==> src/hdl/keyed_ordered_record_list_assert.svh <==
// ----------------------------------------------------------------------------
// keyed_ordered_record_list assertion macros
// Shared concurrent assertion forms for the record list design.
// ----------------------------------------------------------------------------
`ifndef KEYED_ORDERED_RECORD_LIST_ASSERT_SVH
`define KEYED_ORDERED_RECORD_LIST_ASSERT_SVH

// property must hold whenever out of reset
`define KORL_ASSERT(label, clk, rst_n, prop, msg) \
  label: assert property (@(posedge clk) disable iff (!rst_n) (prop)) else $error(msg);

// property checked in every cycle, reset included
`define KORL_ASSERT_ALWAYS(label, clk, prop, msg) \
  label: assert property (@(posedge clk) (prop)) else $error(msg);

`endif

==> src/hdl/korl_pkg.sv <==
// ----------------------------------------------------------------------------
// korl_pkg
// Types and codes shared by the record list modules.
// ----------------------------------------------------------------------------
package korl_pkg;

  localparam int unsigned CAPACITY_DEF = 32;
  localparam int unsigned OP_W = 4;
  localparam int unsigned ST_W = 2;
  localparam int unsigned CNT_W = 6;

  localparam logic [OP_W-1:0] OP_CLEAR   = 4'd0;
  localparam logic [OP_W-1:0] OP_INS_HD  = 4'd1;
  localparam logic [OP_W-1:0] OP_INS_TL  = 4'd2;
  localparam logic [OP_W-1:0] OP_INS_AFT = 4'd3;
  localparam logic [OP_W-1:0] OP_RM_HD   = 4'd4;
  localparam logic [OP_W-1:0] OP_RM_TL   = 4'd5;
  localparam logic [OP_W-1:0] OP_RM_KEY  = 4'd6;
  localparam logic [OP_W-1:0] OP_LOOKUP  = 4'd7;
  localparam logic [OP_W-1:0] OP_LIST    = 4'd8;

  localparam logic [ST_W-1:0] ST_OK      = 2'd0;
  localparam logic [ST_W-1:0] ST_EMPTY   = 2'd1;
  localparam logic [ST_W-1:0] ST_FULL    = 2'd2;
  localparam logic [ST_W-1:0] ST_MISSING = 2'd3;

  // one stored record
  typedef struct packed {
    logic [31:0] key;
    logic [31:0] weight;
  } rec_t;

  // one result item
  typedef struct packed {
    logic [ST_W-1:0]  status;
    logic [31:0]      key;
    logic [31:0]      weight;
    logic [CNT_W-1:0] occupancy;
    logic             last;
  } res_t;

endpackage

==> src/hdl/korl_mem.sv <==
// ----------------------------------------------------------------------------
// korl_mem
// Record store: one write port, one read port, registered read data.
// ----------------------------------------------------------------------------
module korl_mem #(
  parameter int unsigned DEPTH = korl_pkg::CAPACITY_DEF,
  parameter int unsigned AW = (DEPTH > 1) ? $clog2(DEPTH) : 1
) (
  input  logic            clk,
  input  logic            we,
  input  logic [AW-1:0]   waddr,
  input  korl_pkg::rec_t  wdata,
  input  logic [AW-1:0]   raddr,
  output korl_pkg::rec_t  rdata
);

  korl_pkg::rec_t mem [DEPTH];

  // write port
  always_ff @(posedge clk) begin
    if (we) begin
      mem[waddr] <= wdata;
    end
  end

  // read port; rdata is registered and follows raddr in the next cycle
  always_ff @(posedge clk) begin
    rdata <= mem[raddr];
  end

endmodule

==> src/hdl/korl_out.sv <==
// ----------------------------------------------------------------------------
// korl_out
// Output register: holds one result until the consumer takes the transfer.
// ----------------------------------------------------------------------------
module korl_out (
  input  logic           clk,
  input  logic           rst_n,
  input  logic           push,
  input  korl_pkg::res_t push_data,
  output logic           full,
  output logic           out_valid,
  input  logic           out_stall,
  output korl_pkg::res_t out_data
);

  logic valid_r;
  korl_pkg::res_t data_r;

  assign full      = valid_r && out_stall;
  assign out_valid = valid_r;
  assign out_data  = data_r;

  // valid flag
  always_ff @(posedge clk) begin
    if (!rst_n) begin
      valid_r <= 1'b0;
    end else if (push) begin
      valid_r <= 1'b1;
    end else if (!out_stall) begin
      valid_r <= 1'b0;
    end
  end

  // payload
  always_ff @(posedge clk) begin
    if (push) begin
      data_r <= push_data;
    end
  end

endmodule

==> src/hdl/keyed_ordered_record_list.sv <==
// Clear and decode-time failures respond directly; tail insert writes and then responds;
//   head insert, insert after and the removes first walk or shift the list (n = occupancy
//   sets the length of the walk or shift); list returns one result item per record.
// One operation at a time: in_stall holds off new items while the sequencer is busy,
//   as with the read-then-write of each shift step and the read-then-check key walk.
// Reset: synchronous, active low; occupancy clears, memory contents do not.
`include "keyed_ordered_record_list_assert.svh"
// ----------------------------------------------------------------------------
// keyed_ordered_record_list
// Bounded ordered list of keyed records kept in a synchronous memory.
// ----------------------------------------------------------------------------
module keyed_ordered_record_list #(
  parameter int unsigned CAPACITY = korl_pkg::CAPACITY_DEF
) (
  input  logic                          clk,
  input  logic                          rst_n,
  input  logic                          in_valid,
  output logic                          in_stall,
  input  logic [korl_pkg::OP_W-1:0]     in_operation,
  input  logic signed [31:0]            in_entry_key,
  input  logic [31:0]                   in_entry_weight,
  input  logic signed [31:0]            in_match_key,
  output logic                          out_valid,
  input  logic                          out_stall,
  output logic [korl_pkg::ST_W-1:0]     out_status,
  output logic signed [31:0]            out_found_key,
  output logic [31:0]                   out_found_weight,
  output logic [korl_pkg::CNT_W-1:0]    out_occupancy,
  output logic                          out_last
);

  localparam int unsigned AW = (CAPACITY > 1) ? $clog2(CAPACITY) : 1;
  localparam int unsigned CW = korl_pkg::CNT_W + 1;
  localparam logic [CW-1:0] CAP_C = CW'(CAPACITY);

  typedef enum logic [2:0] {
    S_IDLE, S_SEARCH, S_SHUP, S_SHDN, S_WRITE, S_LIST, S_RESP
  } state_t;

  state_t state_r, state_nxt;
  logic [CW-1:0] count_r, count_nxt;
  logic [CW-1:0] idx_r, idx_nxt;      // walking pointer
  logic [CW-1:0] pos_r, pos_nxt;      // target position
  logic [korl_pkg::OP_W-1:0] op_r, op_nxt;
  korl_pkg::rec_t new_r, new_nxt;
  logic [31:0] mkey_r, mkey_nxt;
  logic rd_pend_r, rd_pend_nxt;       // read data valid this cycle
  korl_pkg::res_t res_r, res_nxt;

  logic we;
  logic [AW-1:0] waddr, raddr;
  korl_pkg::rec_t wdata, rdata;
  logic push, ofull;
  korl_pkg::res_t push_data, out_data;

  korl_mem #(.DEPTH(CAPACITY), .AW(AW)) u_mem (
    .clk(clk), .we(we), .waddr(waddr), .wdata(wdata),
    .raddr(raddr), .rdata(rdata)
  );

  korl_out u_out (
    .clk(clk), .rst_n(rst_n), .push(push), .push_data(push_data),
    .full(ofull), .out_valid(out_valid), .out_stall(out_stall),
    .out_data(out_data)
  );

  assign out_status       = out_data.status;
  assign out_found_key    = out_data.key;
  assign out_found_weight = out_data.weight;
  assign out_occupancy    = out_data.occupancy;
  assign out_last         = out_data.last;

  assign in_stall = (state_r != S_IDLE);

  function automatic korl_pkg::res_t mk_res(logic [korl_pkg::ST_W-1:0] st,
                                            korl_pkg::rec_t r,
                                            logic [CW-1:0] cnt, logic lst);
    korl_pkg::res_t v;
    v.status    = st;
    v.key       = r.key;
    v.weight    = r.weight;
    v.occupancy = cnt[korl_pkg::CNT_W-1:0];
    v.last      = lst;
    return v;
  endfunction

  // control sequencer
  always_comb begin
    state_nxt   = state_r;
    count_nxt   = count_r;
    idx_nxt     = idx_r;
    pos_nxt     = pos_r;
    op_nxt      = op_r;
    new_nxt     = new_r;
    mkey_nxt    = mkey_r;
    rd_pend_nxt = 1'b0;
    res_nxt     = res_r;
    we          = 1'b0;
    waddr       = idx_r[AW-1:0];
    wdata       = rdata;
    raddr       = idx_r[AW-1:0];
    push        = 1'b0;
    push_data   = res_r;
    case (state_r)
      S_IDLE: begin
        if (in_valid) begin
          op_nxt     = in_operation;
          new_nxt    = '{key: in_entry_key, weight: in_entry_weight};
          mkey_nxt   = in_match_key;
          res_nxt    = mk_res(korl_pkg::ST_OK, '0, count_r, 1'b1);
          state_nxt  = S_RESP;
          case (in_operation)
            korl_pkg::OP_CLEAR: begin
              count_nxt = '0;
              res_nxt.occupancy = '0;
            end
            korl_pkg::OP_INS_HD, korl_pkg::OP_INS_TL, korl_pkg::OP_INS_AFT: begin
              if (count_r >= CAP_C) begin
                res_nxt.status = korl_pkg::ST_FULL;
              end else if (in_operation == korl_pkg::OP_INS_TL) begin
                pos_nxt = count_r;
                state_nxt = S_WRITE;
              end else if (in_operation == korl_pkg::OP_INS_HD) begin
                pos_nxt = '0;
                idx_nxt = count_r;
                state_nxt = S_SHUP;
              end else if (count_r == '0) begin
                res_nxt.status = korl_pkg::ST_EMPTY;
              end else begin
                idx_nxt = '0;
                state_nxt = S_SEARCH;
              end
            end
            korl_pkg::OP_RM_HD, korl_pkg::OP_RM_TL, korl_pkg::OP_RM_KEY,
            korl_pkg::OP_LOOKUP, korl_pkg::OP_LIST: begin
              if (count_r == '0) begin
                res_nxt.status = korl_pkg::ST_EMPTY;
              end else if (in_operation == korl_pkg::OP_LIST) begin
                idx_nxt = '0;
                state_nxt = S_LIST;
              end else begin
                idx_nxt = (in_operation == korl_pkg::OP_RM_TL) ? count_r - 1'b1 : '0;
                state_nxt = S_SEARCH;
              end
            end
            default: ;
          endcase
        end
      end
      // walk reads; rdata belongs to idx_r-1 when rd_pend_r
      S_SEARCH: begin
        if (!rd_pend_r) begin
          raddr = idx_r[AW-1:0];
          idx_nxt = idx_r + 1'b1;
          rd_pend_nxt = 1'b1;
        end else begin
          if (op_r == korl_pkg::OP_RM_HD || op_r == korl_pkg::OP_RM_TL ||
              rdata.key == mkey_r) begin
            pos_nxt = idx_r - 1'b1;
            res_nxt = mk_res(korl_pkg::ST_OK, rdata, count_r, 1'b1);
            if (op_r == korl_pkg::OP_INS_AFT) begin
              res_nxt = mk_res(korl_pkg::ST_OK, '0, count_r + 1'b1, 1'b1);
              pos_nxt = idx_r;
              idx_nxt = count_r;
              state_nxt = S_SHUP;
            end else if (op_r == korl_pkg::OP_LOOKUP) begin
              state_nxt = S_RESP;
            end else begin
              count_nxt = count_r - 1'b1;
              res_nxt.occupancy = count_nxt[korl_pkg::CNT_W-1:0];
              state_nxt = S_SHDN;
            end
          end else if (idx_r >= count_r) begin
            res_nxt = mk_res(korl_pkg::ST_MISSING, '0, count_r, 1'b1);
            state_nxt = S_RESP;
          end else begin
            raddr = idx_r[AW-1:0];
            idx_nxt = idx_r + 1'b1;
            rd_pend_nxt = 1'b1;
          end
        end
      end
      // shift up: entry i-1 moves to i, i from count down to pos+1
      S_SHUP: begin
        if (idx_r <= pos_r) begin
          state_nxt = S_WRITE;
        end else if (!rd_pend_r) begin
          raddr = AW'(idx_r - 1'b1);
          rd_pend_nxt = 1'b1;
        end else begin
          we = 1'b1;
          waddr = idx_r[AW-1:0];
          idx_nxt = idx_r - 1'b1;
        end
      end
      // shift down: entry pos+1 moves to pos, until the new count
      S_SHDN: begin
        if (pos_r >= count_r) begin
          state_nxt = S_RESP;
        end else if (!rd_pend_r) begin
          raddr = AW'(pos_r + 1'b1);
          rd_pend_nxt = 1'b1;
        end else begin
          we = 1'b1;
          waddr = pos_r[AW-1:0];
          pos_nxt = pos_r + 1'b1;
        end
      end
      S_WRITE: begin
        we = 1'b1;
        waddr = pos_r[AW-1:0];
        wdata = new_r;
        count_nxt = count_r + 1'b1;
        res_nxt = mk_res(korl_pkg::ST_OK, '0, count_nxt, 1'b1);
        state_nxt = S_RESP;
      end
      // list: read ahead, push each record when output has room
      S_LIST: begin
        if (!rd_pend_r) begin
          raddr = idx_r[AW-1:0];
          rd_pend_nxt = 1'b1;
        end else if (!ofull) begin
          push = 1'b1;
          push_data = mk_res(korl_pkg::ST_OK, rdata, count_r,
                             (idx_r + 1'b1) == count_r);
          idx_nxt = idx_r + 1'b1;
          if ((idx_r + 1'b1) == count_r) begin
            state_nxt = S_IDLE;
          end
        end else begin
          rd_pend_nxt = 1'b0;
        end
      end
      S_RESP: begin
        if (!ofull) begin
          push = 1'b1;
          state_nxt = S_IDLE;
        end
      end
      default: state_nxt = S_IDLE;
    endcase
  end

  // state and registers
  always_ff @(posedge clk) begin
    if (!rst_n) begin
      state_r   <= S_IDLE;
      count_r   <= '0;
      rd_pend_r <= 1'b0;
    end else begin
      state_r   <= state_nxt;
      count_r   <= count_nxt;
      rd_pend_r <= rd_pend_nxt;
    end
    idx_r  <= idx_nxt;
    pos_r  <= pos_nxt;
    op_r   <= op_nxt;
    new_r  <= new_nxt;
    mkey_r <= mkey_nxt;
    res_r  <= res_nxt;
  end

  `KORL_ASSERT(a_count_cap, clk, rst_n, count_r <= CAP_C, "count above capacity")
  `KORL_ASSERT(a_busy_no_take, clk, rst_n, (state_r != S_IDLE) |-> in_stall, "took item while busy")
  `KORL_ASSERT(a_push_room, clk, rst_n, push |-> !ofull, "result pushed into full register")
  `KORL_ASSERT(a_write_cap, clk, rst_n, (state_r == S_WRITE) |-> (count_r < CAP_C), "insert into full list")

endmodule
==> config.mk <==
export PLATFORM = sky130hd
export DESIGN_NAME = keyed_ordered_record_list
export DESIGN_NICKNAME = d
export VERILOG_FILES = /design/src/hdl/korl_pkg.sv /design/src/hdl/korl_mem.sv /design/src/hdl/korl_out.sv /design/src/hdl/keyed_ordered_record_list.sv
export VERILOG_INCLUDE_DIRS = /design/src /design/src/hdl
export SDC_FILE = /design/constraint.sdc
export NUM_CORES = 2
export LEC_CHECK = 0
export ABC_AREA = 1
export BUFFER_PORTS_ARGS = -buffer_cell sky130_fd_sc_hd__buf_2
export CAP_MARGIN = 20
export CORE_UTILIZATION = 40
export CTS_CLUSTER_DIAMETER = 50
export DETAILED_ROUTE_END_ITERATION = 10
export SETUP_SLACK_MARGIN = 0.02
export SYNTH_ARGS = -nofsm -noshare
export SYNTH_HDL_FRONTEND = slang
export SYNTH_HIERARCHICAL = 1
export SYNTH_SLANG_ARGS = --single-unit
==> constraint.sdc <==
create_clock -name clk -period 10.51 [get_ports clk]
set_clock_uncertainty 0.05 [all_clocks]
set_input_delay 0 -clock clk [delete_from_list [all_inputs] [get_ports clk]]
set_output_delay 0 -clock clk [all_outputs]
set_load 0.005 [all_outputs]
==> key figures <==
Clock tree
  • PostCTS Resize Cnt: 0
  • Clock sink total: 2383
  • CTS max path bufs: 4
  • CTS buffer count: approximately 280
  • CTS tree: built
  • Root buffer cell: clkbuf_16
  • Clock transition at path regs: 0.06 ns
  • Worst-Skew Late Latency: 0.95 ns
  • # H-tree levels: 5

Route
  • Via count: 66.3k
  • Initial DRC count: 8662
  • DRT Pass-1 Iters: 6
  • Vias per inst: 5.59
  • Drt total wl: a little over 300 mm
  • Final ANT Viol Nets: 0
  • DRC: 0
  • Drt wl/cell: ~26 um

Cells and area
  • # fillers: 21.3k
  • Area delta synth->final: 15.9%
  • Fin nets: around 8.6k
  • Share of post-route cells with drive strength above 1: 11.0%
  • Fin cells: ~12k

Power and ir drop
  • Max IR drop VDD: 0.343 mV
  • Tot Pwr: 38.8 mW
  • Leakage: slightly above 40 nW
  • Pwr/cell area: 346 nW/um^2

STA
  • F_max: 162 MHz
  • Final period util: roughly three fifths
  • Setup tns final: 0 ns
  • WHS: 0.105 ns
  • Max-slew violation count: 0
  • Setup violations, final: 0
  • Slew @ Worst Pin: around 1.2 ns
  • Slack of the critical path: 4.32 ns
  • Max_slew headroom: around 17%
  • Fin. Hold Viols: 0
  • RSZ-0062 raised after global routing: false
  • Crit path time final: approximately 6.2 ns

Critical path
  • Crit path required time: between 10 and 15 ns
  • Kind of critical path: reg2reg
  • Slowest stage delay, CP: 0.85 ns
  • Startpoint Class: register
  • Most frequent cell on the critical path: nand3_1
  • Worst setup EP type: register
  • Cell Chain, Critical Path: clkinv_1 > ha_1 > nand2_1 > nor2_1 > nor3_2 > nand3_1 > nor2_2 > inv_1 > nor2_1 > nor2_1 > a21oi_4 > buf_12 > buf_12 > buf_4 > nand2_1 > nand3_1 > nand3_1 > nand3_1 > nand3_1 > nand2_1
  • Crit path DAT: 6.96 ns
  • CP max stage cell: buf_4
  • Crit-path max FO: 190

Global routing
  • Vias in the first global route: 62.6k
  • First-pass GRT wire length: around 440 mm
  • Largest net degree at the start of global routing: between 200 and 250
  • Gr ovfl total: 0
  • Initial antenna violation count: 7
  • Global Route Usage Sum: 24.4%

Flow run
  • Max_cap viols: 0

Synthesis
  • Distinct cells, synth: 48
  • Post-synthesis instance area: between 90000 and 100000 um^2
  • Mapped Nets: around 8.3k
  • Post-Syn Area per Cell: 11.9 um^2
  • Post-synthesis sequential area ratio: 73.2%
  • Synthesized flop and latch total: 2383
  • Ys Warns: 6
  • Mapped Cells: around 8.1k

Place
  • Pre-CTS WS: 4.41 ns
  • Gpl congestion: 0.892
  • HPWL after DPL: 154 mm
  • IO buf count: 178
  • Cells after DPL: 11.2k

Floorplanning
  • Die Area: 244000 um^2
  • Die height: between 400 and 500 um
  • Core ar.: 241000 um^2
  • Die width: 494 um
  • I/O Pins: roughly 180
  • Starting Density: 40.2%
  • Row Count: 180

Status
  • Status: complete, no violations

Worst hold path
  • Hold WC Path Type: in2reg
==> through the flow <==
step	util, %	area, um^2
2_1_floorplan	-	96800
3_3_place_gp	41.9	101000
3_5_place_dp	42.1	101000
4_1_cts	46.5	112000
5_1_grt	46.6	112000
6_report	46.6	112000
==> per-layer routing <==
metal	GRT usage (%)	up-vias	share of wire, %
met5	0	-	0
met4	8.34	0	3.3
met3	4.51	554	9.9
met2	38.2	3568	45
met1	34.3	32777	41
li1	-	29375	-
==> kinds of logic after synthesis <==
kind of cell               synth area share, %
AOI/OAI and AO/OA                         1.19
xor gates and xnor gates                 0.335
adders and majority gates                0.336
buffers and inverters                     3.17
DFF                                       73.2
muxes                                    0.198
and+or+nand+nor                           21.6
==> layout make-up <==
cell class / count / area [um^2] / area share, %
Antenna cell: 2 / 5.00 / 0.00446
Sequential cell: 2383 / 70800 / 63.1
Clock inverter: 113 / 1090 / 0.972
Inverter: 151 / 623 / 0.556
Clock buffer: 358 / 7490 / 6.68
Multi-Input combinational cell: 5110 / 23400 / 20.8
Tap cell: 3185 / 3990 / 3.55
Timing Repair Buffer: 560 / 4770 / 4.25
==> placed cells by master, fill, tap and decap left out, types with 12 or more instances in the layout <==
cell type,n
dfxtp_1,76
nand2_1,2680
nand4_1,15
bufinv_16,17
dlygate4sd3_1,206
ha_1,26
mux2_2,16
inv_2,24
clkbuf_16,283
nand3_1,1853
edfxtp_1,2307
clkinvlp_4,13
buf_12,13
clkinv_2,36
o21ai_0,42
xor2_1,12
o21ai_2,44
a21oi_1,85
nor2_1,141
nor3_2,46
clkbuf_1,62
clkinv_1,28
o22ai_1,13
buf_4,128
buf_2,178
xnor2_1,25
nor2_4,40
clkbuf_8,13
buf_8,27
inv_1,114
==> timing repair <==
action                                 4_1_cts  5_1_grt
buffers inserted                             0        0
endpoints found under the hold margin      198        0
hold buffers                               206        0
==> worst max-delay path, delay by kind of cell (launching register included) <==
kind / cells / cell delay, ns
buffers and inverters: 5 / 2.40
AOI/OAI and AO/OA: 1 / 0.34
and+or+nand+nor: 13 / 1.77
adders and majority gates: 1 / 0.42
DFF: 1 / 0.50
==> Yosys cell counts (all sizes together) <==
master   count  area share (%)
a31oi        1          0.0065
a22oi        4           0.031
inv        149            0.59
o21ai       98            0.51
edfxtp    2307              72
o221ai       2           0.018
nand2     2692              10
xnor2       25            0.23
o21a         1          0.0078
nor4         1          0.0065
nor3b        2           0.016
nor2       189            0.82
o22ai       13           0.084
buf        410             2.2
nor3        55            0.52
nand3     1856             9.6
o31ai        1          0.0078
o32ai        1          0.0091
or2          3           0.019
ha          26            0.34
mux2        17            0.20
clkinv       2          0.0090
o211ai       7           0.054
o2111ai      1          0.0091
and3         1          0.0065
a21oi       87            0.45
dfxtp       76             1.6
clkbuf      84            0.33
nand4       15           0.097
xor2        12            0.11
==> report_power, final <==
group          internal [mW]  switching (mW)
Clock                   5.45            3.77
Sequential              13.1           0.485
Combinational           4.09            11.9
Total                   22.6            16.2
==> final timing paths <==
check | start | end | slack, ns | depth (start not counted)
setup / recovery | count_r[5] | u_mem/rdata[46] | 4.32 | 20
hold / removal | in_valid | mkey_r[28] | 0.10 | 4
setup reg to reg | count_r[5] | u_mem/rdata[46] | 4.32 | 20
hold reg to reg | res_r[35] | u_out/out_data[35] | 0.50 | 1
==> registers in the layout, indices dropped and copies added (netlist names) <==
name             cells
u_out/out_data      73
state_r              3
count_r              7
res_r               72
mkey_r              32
pos_r                7
rd_pend_r            1
u_mem/rdata         64
idx_r                7
u_mem/mem         2048
op_r                 4
new_r               64
u_out/out_valid      1
Power figures use the tool's default switching activity.
